`config.mk`:
```
export PLATFORM = sky130hd
export DESIGN_NAME = mdio_management_master_core
export DESIGN_NICKNAME = d
export VERILOG_FILES = /design/src/rtl/mdio_mgmt_pkg.sv /design/src/rtl/mdio_mgmt_engine.sv /design/src/rtl/mdio_management_master_core.sv
export SDC_FILE = /design/constraint.sdc
export NUM_CORES = 1
export LEC_CHECK = 0
export BUFFER_PORTS_ARGS = -buffer_cell sky130_fd_sc_hd__buf_2
export CORE_MARGIN = 2
export CORE_UTILIZATION = 46
export DETAILED_ROUTE_END_ITERATION = 8
export PLACE_DENSITY = 0.68
export SLEW_MARGIN = 20
export SYNTH_ARGS = -nofsm -noshare
export SYNTH_HDL_FRONTEND = slang
export SYNTH_HIERARCHICAL = 1
export SYNTH_SLANG_ARGS = --single-unit
```
`constraint.sdc`:
```
create_clock -name aclk -period 9.9 [get_ports aclk]
set_clock_uncertainty 0.2 [all_clocks]
set_input_delay 1.98 -clock aclk [delete_from_list [all_inputs] [get_ports aclk]]
set_output_delay 1.98 -clock aclk [all_outputs]
set_load 0.05 [all_outputs]
```
`src/rtl/mdio_mgmt_pkg.sv`:
```
package mdio_mgmt_pkg;

    localparam int PREAMBLE_LEN_DEF = 32;

    localparam logic [7:0] PRESCALE_RST = 8'd20;

    // Bus access codes carried by each beat.
    localparam logic [1:0] OP_READ  = 2'd1;
    localparam logic [1:0] OP_WRITE = 2'd2;

    // Register window word indexes.
    localparam logic [1:0] IDX_STATUS = 2'd0;
    localparam logic [1:0] IDX_CMD    = 2'd2;
    localparam logic [1:0] IDX_DATA   = 2'd3;

    // Bit positions in the command and status words.
    localparam int CMD_VALID_BIT  = 31;
    localparam int CMD_READ_BIT   = 2;
    localparam int CMD_WRITE_BIT  = 1;
    localparam int ST_PENDING_BIT = 2;
    localparam int ST_BUSY_BIT    = 3;

    typedef struct packed {
        logic [1:0]  op;
        logic [1:0]  reg_index;
        logic [31:0] wr_data;
        logic        mdio_in;
    } item_t;

    typedef struct packed {
        logic [31:0] rd_data;
        logic        mdc;
        logic        mdio_out;
        logic        mdio_oe;
    } result_t;

    typedef struct packed {
        logic [4:0]  phy;
        logic [4:0]  regad;
        logic [15:0] data;
        logic        rd;
    } cmd_t;

endpackage

```
`src/rtl/mdio_mgmt_engine.sv`:
```
module mdio_mgmt_engine #(
    parameter int PREAMBLE_LEN = mdio_mgmt_pkg::PREAMBLE_LEN_DEF
) (
    input  logic                    aclk,
    input  logic                    aresetn,
    input  logic                    advance,
    input  mdio_mgmt_pkg::item_t    item,
    input  logic [7:0]              prescale,
    output mdio_mgmt_pkg::result_t  result
);

    localparam int FRAME_BITS = PREAMBLE_LEN + 32;
    localparam int CW         = $clog2(FRAME_BITS + 1);
    localparam int SHIFT_AMT  = 32 - PREAMBLE_LEN;
    localparam logic [63:0] FRAME_ONES = ((64'd1 << PREAMBLE_LEN) - 64'd1) << 32;
    localparam logic [CW-1:0] FRAME_COUNT = CW'(FRAME_BITS);
    // Bits left in the frame while the second turnaround bit, the data bits
    // and the turnaround of a read are on the wire.
    localparam logic [CW-1:0] TA_COUNT      = CW'(17);
    localparam logic [CW-1:0] DATA_COUNT    = CW'(16);
    localparam logic [CW-1:0] RELEASE_COUNT = CW'(18);

    logic                  pend_valid_reg, pend_valid_next;
    mdio_mgmt_pkg::cmd_t   pend_reg, pend_next;
    logic                  busy_reg, busy_next;
    logic                  eng_read_reg, eng_read_next;
    logic [63:0]           shift_reg, shift_next;
    logic [CW-1:0]         count_reg, count_next;
    logic [7:0]            div_reg, div_next;
    logic                  mdc_reg, mdc_next;
    logic [17:0]           rdres_reg, rdres_next;

    logic [31:0]           rd;
    logic [31:0]           word;
    logic                  oe;

    always_comb begin
        pend_valid_next = pend_valid_reg;
        pend_next       = pend_reg;
        busy_next       = busy_reg;
        eng_read_next   = eng_read_reg;
        shift_next      = shift_reg;
        count_next      = count_reg;
        div_next        = div_reg;
        mdc_next        = mdc_reg;
        rdres_next      = rdres_reg;
        rd              = '0;
        word            = '0;

        // Register access; reads see the state before this beat.
        case (item.op)
            mdio_mgmt_pkg::OP_READ: begin
                unique case (item.reg_index)
                    mdio_mgmt_pkg::IDX_STATUS: begin
                        rd[mdio_mgmt_pkg::ST_PENDING_BIT] = pend_valid_reg;
                        rd[mdio_mgmt_pkg::ST_BUSY_BIT]    = busy_reg;
                    end
                    mdio_mgmt_pkg::IDX_CMD: begin
                        if (pend_valid_reg) begin
                            rd = {2'b10, pend_reg.phy, pend_reg.regad, pend_reg.data,
                                  1'b0, pend_reg.rd, !pend_reg.rd, 1'b0};
                        end
                    end
                    mdio_mgmt_pkg::IDX_DATA: begin
                        rd = {14'd0, rdres_reg};
                    end
                    default: begin
                    end
                endcase
            end
            mdio_mgmt_pkg::OP_WRITE: begin
                if (item.reg_index == mdio_mgmt_pkg::IDX_CMD
                        && item.wr_data[mdio_mgmt_pkg::CMD_VALID_BIT]
                        && !pend_valid_reg
                        && (item.wr_data[mdio_mgmt_pkg::CMD_READ_BIT]
                            || item.wr_data[mdio_mgmt_pkg::CMD_WRITE_BIT])) begin
                    pend_valid_next = 1'b1;
                    pend_next.phy   = item.wr_data[29:25];
                    pend_next.regad = item.wr_data[24:20];
                    pend_next.data  = item.wr_data[19:4];
                    pend_next.rd    = item.wr_data[mdio_mgmt_pkg::CMD_READ_BIT];
                end
            end
            default: begin
            end
        endcase

        // Serial engine: one MDC half period per prescale+1 beats.
        if (busy_reg) begin
            if (div_reg < prescale) begin
                div_next = div_reg + 8'd1;
            end else begin
                div_next = '0;
                if (!mdc_reg) begin
                    mdc_next = 1'b1;
                    if (eng_read_reg) begin
                        if (count_reg == TA_COUNT && item.mdio_in) begin
                            rdres_next = {2'b11, rdres_reg[15:0]};
                        end else if (count_reg <= DATA_COUNT) begin
                            rdres_next = {rdres_reg[17:16], rdres_reg[14:0], item.mdio_in};
                        end
                    end
                end else begin
                    mdc_next   = 1'b0;
                    shift_next = shift_reg << 1;
                    if (count_reg != '0) begin
                        count_next = count_reg - CW'(1);
                    end
                    if (count_next == '0) begin
                        busy_next = 1'b0;
                    end
                end
            end
        end

        // An idle engine picks up the pending command.
        if (!busy_next && pend_valid_next) begin
            word = {2'b01, pend_next.rd ? 2'b10 : 2'b01, pend_next.phy, pend_next.regad,
                    pend_next.rd ? 18'd0 : {2'b10, pend_next.data}};
            shift_next      = (FRAME_ONES | {32'd0, word}) << SHIFT_AMT;
            count_next      = FRAME_COUNT;
            eng_read_next   = pend_next.rd;
            busy_next       = 1'b1;
            div_next        = '0;
            mdc_next        = 1'b0;
            pend_valid_next = 1'b0;
            if (pend_next.rd) begin
                rdres_next = '0;
            end
        end

        // A read releases MDIO from the turnaround onward.
        oe = busy_next && !(eng_read_next && count_next <= RELEASE_COUNT);
        result.rd_data  = rd;
        result.mdc      = busy_next & mdc_next;
        result.mdio_out = oe & shift_next[63];
        result.mdio_oe  = oe;
    end

    always_ff @(posedge aclk) begin
        if (!aresetn) begin
            pend_valid_reg <= 1'b0;
            pend_reg       <= '0;
            busy_reg       <= 1'b0;
            eng_read_reg   <= 1'b0;
            shift_reg      <= '0;
            count_reg      <= '0;
            div_reg        <= '0;
            mdc_reg        <= 1'b0;
            rdres_reg      <= '0;
        end else if (advance) begin
            pend_valid_reg <= pend_valid_next;
            pend_reg       <= pend_next;
            busy_reg       <= busy_next;
            eng_read_reg   <= eng_read_next;
            shift_reg      <= shift_next;
            count_reg      <= count_next;
            div_reg        <= div_next;
            mdc_reg        <= mdc_next;
            rdres_reg      <= rdres_next;
        end
    end

endmodule

```
`src/rtl/mdio_management_master_core.sv`:
```
// Clause-22 MDIO management master behind a small register window.
// Each input beat is one tick of the management logic and carries an
// optional register access (read or write of STATUS, CMD or DATA) plus the
// sampled level of the MDIO pin. Every input beat yields exactly one output
// beat with the read data and the MDC, MDIO-out and MDIO-enable levels
// after that tick. A valid CMD write queues one command; the serial engine
// then sends preamble, start, opcode, addresses, turnaround and 16 data
// bits, with MDC toggling every prescale+1 ticks.
// The output beat follows in the cycle after its input beat is accepted, and
// one beat is taken every cycle while the receiver keeps up: the engine state
// and the output register update in the same cycle the beat is accepted.
// When the receiver stalls, the finished beat waits in the output register
// and s_tready drops only while that register is full and not being taken;
// the engine advances only on accepted beats, so stalls never distort MDC.
// The APB port sets prescale (address 0) and may be written only while no
// beat is in flight. Reset clears the pending command, stops the engine,
// drives MDC low, releases MDIO and loads prescale with 20.
module mdio_management_master_core #(
    parameter int PREAMBLE_LEN = mdio_mgmt_pkg::PREAMBLE_LEN_DEF
) (
    input  logic        aclk,
    input  logic        aresetn,
    input  logic        s_tvalid,
    output logic        s_tready,
    // [1:0] op, [3:2] reg_index, [35:4] wr_data, [36] mdio_in, [39:37] zero
    input  logic [39:0] s_tdata,
    output logic        m_tvalid,
    input  logic        m_tready,
    // [31:0] rd_data, [32] mdc, [33] mdio_out, [34] mdio_oe, [39:35] zero
    output logic [39:0] m_tdata,
    input  logic        psel,
    input  logic        penable,
    input  logic        pwrite,
    input  logic [2:0]  paddr,
    input  logic [31:0] pwdata,
    output logic [31:0] prdata,
    output logic        pready
);

    logic                   accept;
    mdio_mgmt_pkg::item_t   item;
    mdio_mgmt_pkg::result_t result;
    mdio_mgmt_pkg::result_t out_reg;
    logic                   m_valid_reg, m_valid_next;
    logic [7:0]             prescale_reg;

    assign pready   = 1'b1;
    assign prdata   = paddr[2] ? 32'd0 : {24'd0, prescale_reg};

    always_ff @(posedge aclk) begin
        if (!aresetn) begin
            prescale_reg <= mdio_mgmt_pkg::PRESCALE_RST;
        end else if (psel && penable && pwrite && pready && !paddr[2]) begin
            prescale_reg <= pwdata[7:0];
        end
    end

    assign s_tready = !m_valid_reg || m_tready;
    assign accept   = s_tvalid && s_tready;

    assign item.op        = s_tdata[1:0];
    assign item.reg_index = s_tdata[3:2];
    assign item.wr_data   = s_tdata[35:4];
    assign item.mdio_in   = s_tdata[36];

    mdio_mgmt_engine #(
        .PREAMBLE_LEN(PREAMBLE_LEN)
    ) u_engine (
        .aclk     (aclk),
        .aresetn  (aresetn),
        .advance  (accept),
        .item     (item),
        .prescale (prescale_reg),
        .result   (result)
    );

    always_comb begin
        if (accept) begin
            m_valid_next = 1'b1;
        end else if (m_tready) begin
            m_valid_next = 1'b0;
        end else begin
            m_valid_next = m_valid_reg;
        end
    end

    always_ff @(posedge aclk) begin
        if (!aresetn) begin
            m_valid_reg <= 1'b0;
        end else begin
            m_valid_reg <= m_valid_next;
        end
    end

    always_ff @(posedge aclk) begin
        if (accept) begin
            out_reg <= result;
        end
    end

    assign m_tvalid = m_valid_reg;
    assign m_tdata  = {5'd0, out_reg.mdio_oe, out_reg.mdio_out, out_reg.mdc, out_reg.rd_data};

endmodule

```
==> impl_results.md, run 1 <==
* Outcome: finished, final reports clean
* Die width at about 140 µm
* Clock Latency Late Sink at roughly 0.42 ns
* Net switching power at 0.374 mW
* EDFF count, synth at 35
* Share of the synthesized area in the top cell type at 33.6%
* Met1 wire length at around 8.4 mm
* Max VDD drop at 0.110 mV
* Worst slew pin tran at around 1.0 ns
* Minimum clock period at 4.76 ns
* Rows at between 40 and 50
* Port buffer count at 94
* CTS tree: built
* Comb pwr share at around 7.3%
* Hold Violations, Final at 0
* Clock share of power at a little under half
* Residual DRC at 0
* Sw Share at 24.2%
* Yosys warning total at 6
* Routed wire length at ~18 mm
* Initial antenna violation count at 0
* Final period utilization at 48.1%
* Crit path max-delay family: buffers and inverters
* Met2 Wirelength at ~8.6 mm
* Cts bufs inserted at 17
* CP Cell Sequence: buf_2 -> and2b_2 -> buf_2
* Most frequent cells in the layout: dfxtp_1 (137), nand2_1 (121), a21oi_1 (118), buf_2 (94), o21ai_0 (70)
* P_leak at ~3.4 nW
* Min-Delay Path Class: reg -> reg
* CTS max path bufs at 2
* First-pass GRT wire length at ~30 mm
* Crit. End Element: primary output
* Total GRT Usage at roughly a fifth
* Layout cell share with drive strength beyond 1 at 17.4%
* Hpwl dp at roughly 11 mm
* Most common cell after layout, fill and taps aside: dfxtp_1
* Worst Slack Setup Final at between 5 and 6 ns
* WL/cell at approximately 15 µm
* Unrepaired setup endpoints after global routing: false
* Post-synth top flop: dfxtp_1
* Ant diodes at 0
* Worst Path Max Fanout at 9
* Utilization after layout at around 53%
* Biggest cell delay along the critical path at between 0.2 and 0.3 ns
* Post-Syn Instances at roughly 920
* # clock sinks at 172
* Pint at around 1.2 mW
* CP max-delay cell: buf_2
* Setup TNS at 0 ns
* Vias in the first global route at 6021
* Largest cells by area after synthesis: dfxtp_1 (34%), edfxtp_1 (13%), a21oi_1 (7.2%), mux2i_1 (6.6%), nand2_1 (5.6%)
* Largest register FFs at 64
* CTS resizes at 0
* Overflow after GRT at 0
* Root Buffer: clkbuf_16
* CP dominant cell by count: buf_2
* Die H at about 140 µm
* Nets at ~1100
* 1st-iter DRT viols at 470
* Worst path buffer plus inverter count at 2
* Area leader, netlist: dfxtp_1
* Initial Util at a little under half
* Worst Setup Path Type: in -> out
* Ys async rst share at 0%
* Largest net degree at the start of global routing at 84
* Cell Pwr Density at between 150 and 200 nW/µm²
* Worst EP arrival at roughly 2.6 ns
* Routed Antenna Nets at 0
* CTS Hold Bufs at 0
* Final RePlAce weighted congestion at 0.872
* Seq cells post-synth at ~170
* Vias per inst at around 5.4
* Seq pwr share at a little under half
* Top Ports at 157
* Worst-path clk slew at 0.06 ns
* Final setup viols at 0
* Area Overhead vs Synth at 13.3%
* Post-synthesis sequential area ratio at 46.5%
* Final count of pins violating max slew at 0
* Count of cell types in the netlist at 66
* DRT Pass-1 Iters at 5
* WL met3 at around 540 µm
* Cell Area, Synth at approximately 8200 µm²
* Core region area at ~17000 µm²
* Post CTS Setup Buffer Count at 0
* Top sig layer: met4
* Die Area at 18800 µm²
* Critical Path Source Type: primary input
* Pre-CTS setup slack at approximately 4.7 ns
* Worst path required time at between 7 and 8 ns
* Mean area per synthesized cell at just under 9 µm²
* Maxcap violations at 0
* Vias at between 6000 and 7000
* H-tree levels at 4
* Rel. slew slack at between 30% and 40%
* FMAX at about 0.21 GHz
layer usage:
layer | global-route usage (%) | vias up
met4 | 6.36 | 0
met3 | 4.23 | 16
li1 | - | 3255
met1 | 25.5 | 3090
met2 | 31.9 | 127
met5 | 0 | -
cell type report:
| cell class | count | area (µm²) |
|---|---|---|
| Multi-Input combinational cell | 656 | 3930 |
| Tap cell | 225 | 282 |
| Clock buffer | 19 | 433 |
| Inverter | 17 | 63.8 |
| Clock inverter | 13 | 189 |
| Sequential cell | 172 | 3790 |
| Fill cell | 1612 | 8050 |
| Timing Repair Buffer | 105 | 553 |
synthesized netlist by cell type (all sizes together) (2+ instances only):
library cell    n
dfxtp         137
nand2         122
a21oi         119
o21ai          70
nor2           69
mux2i          54
buf            53
clkbuf         46
edfxtp         35
a22oi          17
inv            17
and3           16
o2bb2ai        15
a31oi          14
nand3          14
and2           11
ha             11
and2b           8
nor2b           8
xor2            7
nand2b          6
or3             6
nor3            5
a211o           4
nand4           4
o21a            4
a211oi          3
a21boi          3
a32oi           3
conb            3
o31ai           3
xnor2           3
a2111oi         2
and4            2
nor3b           2
nor4b           2
power groups by stage:
stage / combinational (mW) / clock [mW] / sequential [mW]
final: 0.113 / 0.705 / 0.729
after global routing: 0.121 / 0.743 / 0.730
after CTS: 0.113 / 0.717 / 0.729
after detailed placement: 0.113 / 0 / 0.744
after global placement: 0.113 / 0 / 0.744
after floorplan: 0.0687 / 0 / 0.768
worst paths after layout:
kind              depth (start not counted)  slack, ns                    end                  start
setup / recovery                          3       5.14              prdata[0]               paddr[2]
hold / removal                            2       0.26  u_engine/shift_reg[0]  u_engine/shift_reg[0]
setup reg to reg                         11       6.24  u_engine/shift_reg[6]        prescale_reg[2]
hold reg to reg                           2       0.26  u_engine/shift_reg[0]  u_engine/shift_reg[0]
logic make-up (layout without fill, tap and decap cells):
family / count (synthesis) / count (layout) / synth area share, %
adders and majority gates: 11 / 11 / 1.69
other: 3 / 31 / 0.138
buffers and inverters: 116 / 154 / 7.27
muxes: 55 / 55 / 6.76
and+or+nand+nor: 282 / 282 / 16.4
AOI/OAI and AO/OA: 267 / 267 / 20.2
DFF: 172 / 172 / 46.5
xor gates and xnor gates: 10 / 10 / 1.07
per-stage QoR:
stage | power [mW] | std cells | cell area [µm²] | hold WS (ns)
global route | 1.59 | 1207 | 9250 | 0.277
finish | 1.55 | 1207 | 9250 | 0.258
CTS | 1.56 | 1207 | 9240 | 0.256
global placement | 0.857 | 1175 | 8610 | 0.240
floorplan | 0.837 | 944 | 8270 | 0.232
detailed placement | 0.858 | 1175 | 8620 | 0.247
worst min-delay path, stage by stage, from the launching register on:
cell and delay [ns]:
dfxtp_1 0.31, nand2_1 0.05, a21oi_1 0.05
Note: power is estimated with default switching activity, not from simulation.
==> inputs of run 2 (changes only) <==
- PLACE_DENSITY: 0.68 -> 0.71
- clock period: 9.9 -> 4.3 ns (I/O delays scaled with it)
==> run 2 against run 1 <==
  * Utilization is 0.28 points lower
  * Total power is 120% higher
  * Die area stayed put
  * Non-clock buffer count is 5 higher
  * Clock-buffer cell count is 1 lower
  * Largest cell class unchanged
  * Highest routed layer unchanged
==> impl_results.md, run 2 (synthesized netlist as in run 1, its figures left out) <==
* Layout cell share with drive strength beyond 1 at around 18%
* Total GRT Usage at 19.8%
* H-tree levels at 4
* Routed Antenna Nets at 0
* Min-Delay Path Class: reg -> reg
* Routed wire length at about 18 mm
* Worst Path Max Fanout at 57
* Max VDD drop at 0.273 mV
* Residual DRC at 0
* Final period utilization at 82.5%
* Crit path max-delay family: compound AO/OA/AOI/OAI gates
* Critical Path Source Type: register
* 1st-iter DRT viols at 450
* Core region area at around 17000 µm²
* Root Buffer: clkbuf_16
* Fillers at 1590
* Most frequent cells in the layout: dfxtp_1 (137), nand2_1 (121), a21oi_1 (118), buf_2 (94), o21ai_0 (70)
* Worst path required time at about 4.4 ns
* # clock sinks at 172
* Hpwl dp at 11.6 mm
* Worst Setup Path Type: reg -> reg
* P_leak at between 3 and 4 nW
* Most common cell after layout, fill and taps aside: dfxtp_1
* FF-to-FF End: m_tdata[33]
* Vias at 6590
* WHS Path Cells at 2
* Initial Util at 47.2%
* Overflow after GRT at 0
* CP Cell Sequence: ha_1 -> a2111oi_0 -> o21bai_1 -> a41oi_4 -> buf_4 -> a21boi_1 -> o31ai_1 -> a21oi_1
* Cell Pwr Density at around 360 nW/µm²
* Rel. slew slack at a little over two fifths
* DRT Pass-1 Iters at 5
* Vias in the first global route at 6161
* CTS max path bufs at 2
* Clock Latency Late Sink at roughly 0.43 ns
* Worst EP arrival at about 3.6 ns
* Largest register FFs at between 60 and 70
* Initial antenna violation count at 0
* CTS resizes at 0
* Post CTS Setup Buffer Count at 0
* Setup TNS at 0 ns
* Final setup viols at 0
* Worst path buffer plus inverter count at 1
* Final count of pins violating max slew at 0
* Outcome: finished, final reports clean
* Unrepaired setup endpoints after global routing: false
* First-pass GRT wire length at 29.9 mm
* Biggest cell delay along the critical path at 0.59 ns
* Top Ports at approximately 160
* Min-Delay Endpoint: u_engine/shift_reg[16]
* Worst-path clk slew at 0.06 ns
* Ant diodes at 0
* WL/cell at approximately 15 µm
* Die width at 137 µm
* Minimum clock period at ~3.5 ns
* Rows at 48
* Die H at ~140 µm
* Hold Crit Start: u_engine/shift_reg[16]
* Flop2flop setup slack at ~0.75 ns
* CTS Hold Bufs at 0
* CP max-delay cell: a2111oi_0
* Hold Violations, Final at 0
* Largest net degree at the start of global routing at 84
* Vias per inst at between 5 and 6
* Worst r2r src: u_engine/div_reg[1]
* Area Overhead vs Synth at 12.7%
* Crit. End Element: register
* CTS tree: built
* Worst slew pin tran at roughly 0.87 ns
* Dpl cell area at 8660 µm²
* Worst Reg-to-Reg Cells at 8
* Cts bufs inserted at 17
* Die Area at roughly 19000 µm²
* Port buffer count at 94
* Maxcap violations at 0
* FMAX at around 0.28 GHz
* Final instance area at 9200 µm²
* Nets at ~1100
* Final RePlAce weighted congestion at 0.900
==> run 2: cell count changes in the layout (fill, tap and decap cells not counted), moves of 2 or more <==
| cell | change |
|---|---|
| buf_4 | +4 |
| clkinvlp_4 | +3 |
| clkinv_1 | +2 |
| clkbuf_1 | -2 |
| bufinv_16 | -4 |
==> run 2: final cells by class <==
type | instances | area (µm²) | share of cell area (%)
well taps | 225 | 282 | 3.06
clock inverters | 13 | 93.8 | 1.02
clock buffers | 18 | 439 | 4.78
flip-flops and latches | 172 | 3790 | 41.3
repair buffers | 110 | 603 | 6.56
multi-input cells | 656 | 3920 | 42.6
inverters | 17 | 63.8 | 0.694
==> run 2: layer usage <==
metal | GRT usage, % | share of wire [%]
met1 | 26.2 | 46
met5 | 0 | 0
met3 | 3.68 | 4.5
met2 | 32.2 | 48
met4 | 7.56 | 1.5
==> run 2: through the flow <==
stage	worst slack (ns)	hold WS [ns]	cells	power, mW	util, %
6_report	0.752	0.255	1211	3.35	53.2
5_1_grt	0.427	0.285	1211	3.46	53.2
3_3_place_gp	0.687	0.240	1180	1.97	50.1
4_1_cts	0.745	0.258	1211	3.37	53.2
2_1_floorplan	0.171	0.232	944	1.93	-
3_5_place_dp	0.682	0.249	1180	1.98	50.1
==> run 2: worst max path at each step <==
| stage | startpoint | end | slack [ns] | cells past startpoint |
|---|---|---|---|---|
| 6_report | u_engine/div_reg[1] | m_tdata[33] | 0.75 | 8 |
| 5_1_grt | u_engine/div_reg[1] | m_tdata[34] | 0.43 | 8 |
| 4_1_cts | u_engine/div_reg[1] | m_tdata[34] | 0.74 | 8 |
| 3_5_place_dp | s_tdata[6] | u_engine/shift_reg[15] | 0.68 | 8 |
| 3_3_place_gp | s_tdata[6] | u_engine/shift_reg[15] | 0.69 | 8 |
| 2_1_floorplan | m_tready | u_engine/rdres_reg[6] | 0.17 | 9 |
==> run 2: power breakdown <==
group / switching [mW] / total (mW) / internal, mW
Sequential: 0.00999 / 1.68 / 1.67
Clock: 0.657 / 1.41 / 0.753
Combinational: 0.207 / 0.260 / 0.0529
==> run 2: worst min-delay path: cells and delay by family (launching register included) <==
kind	cells	cell delay, ns
simple gates	1	0.05
compound gates	1	0.05
flops	1	0.31
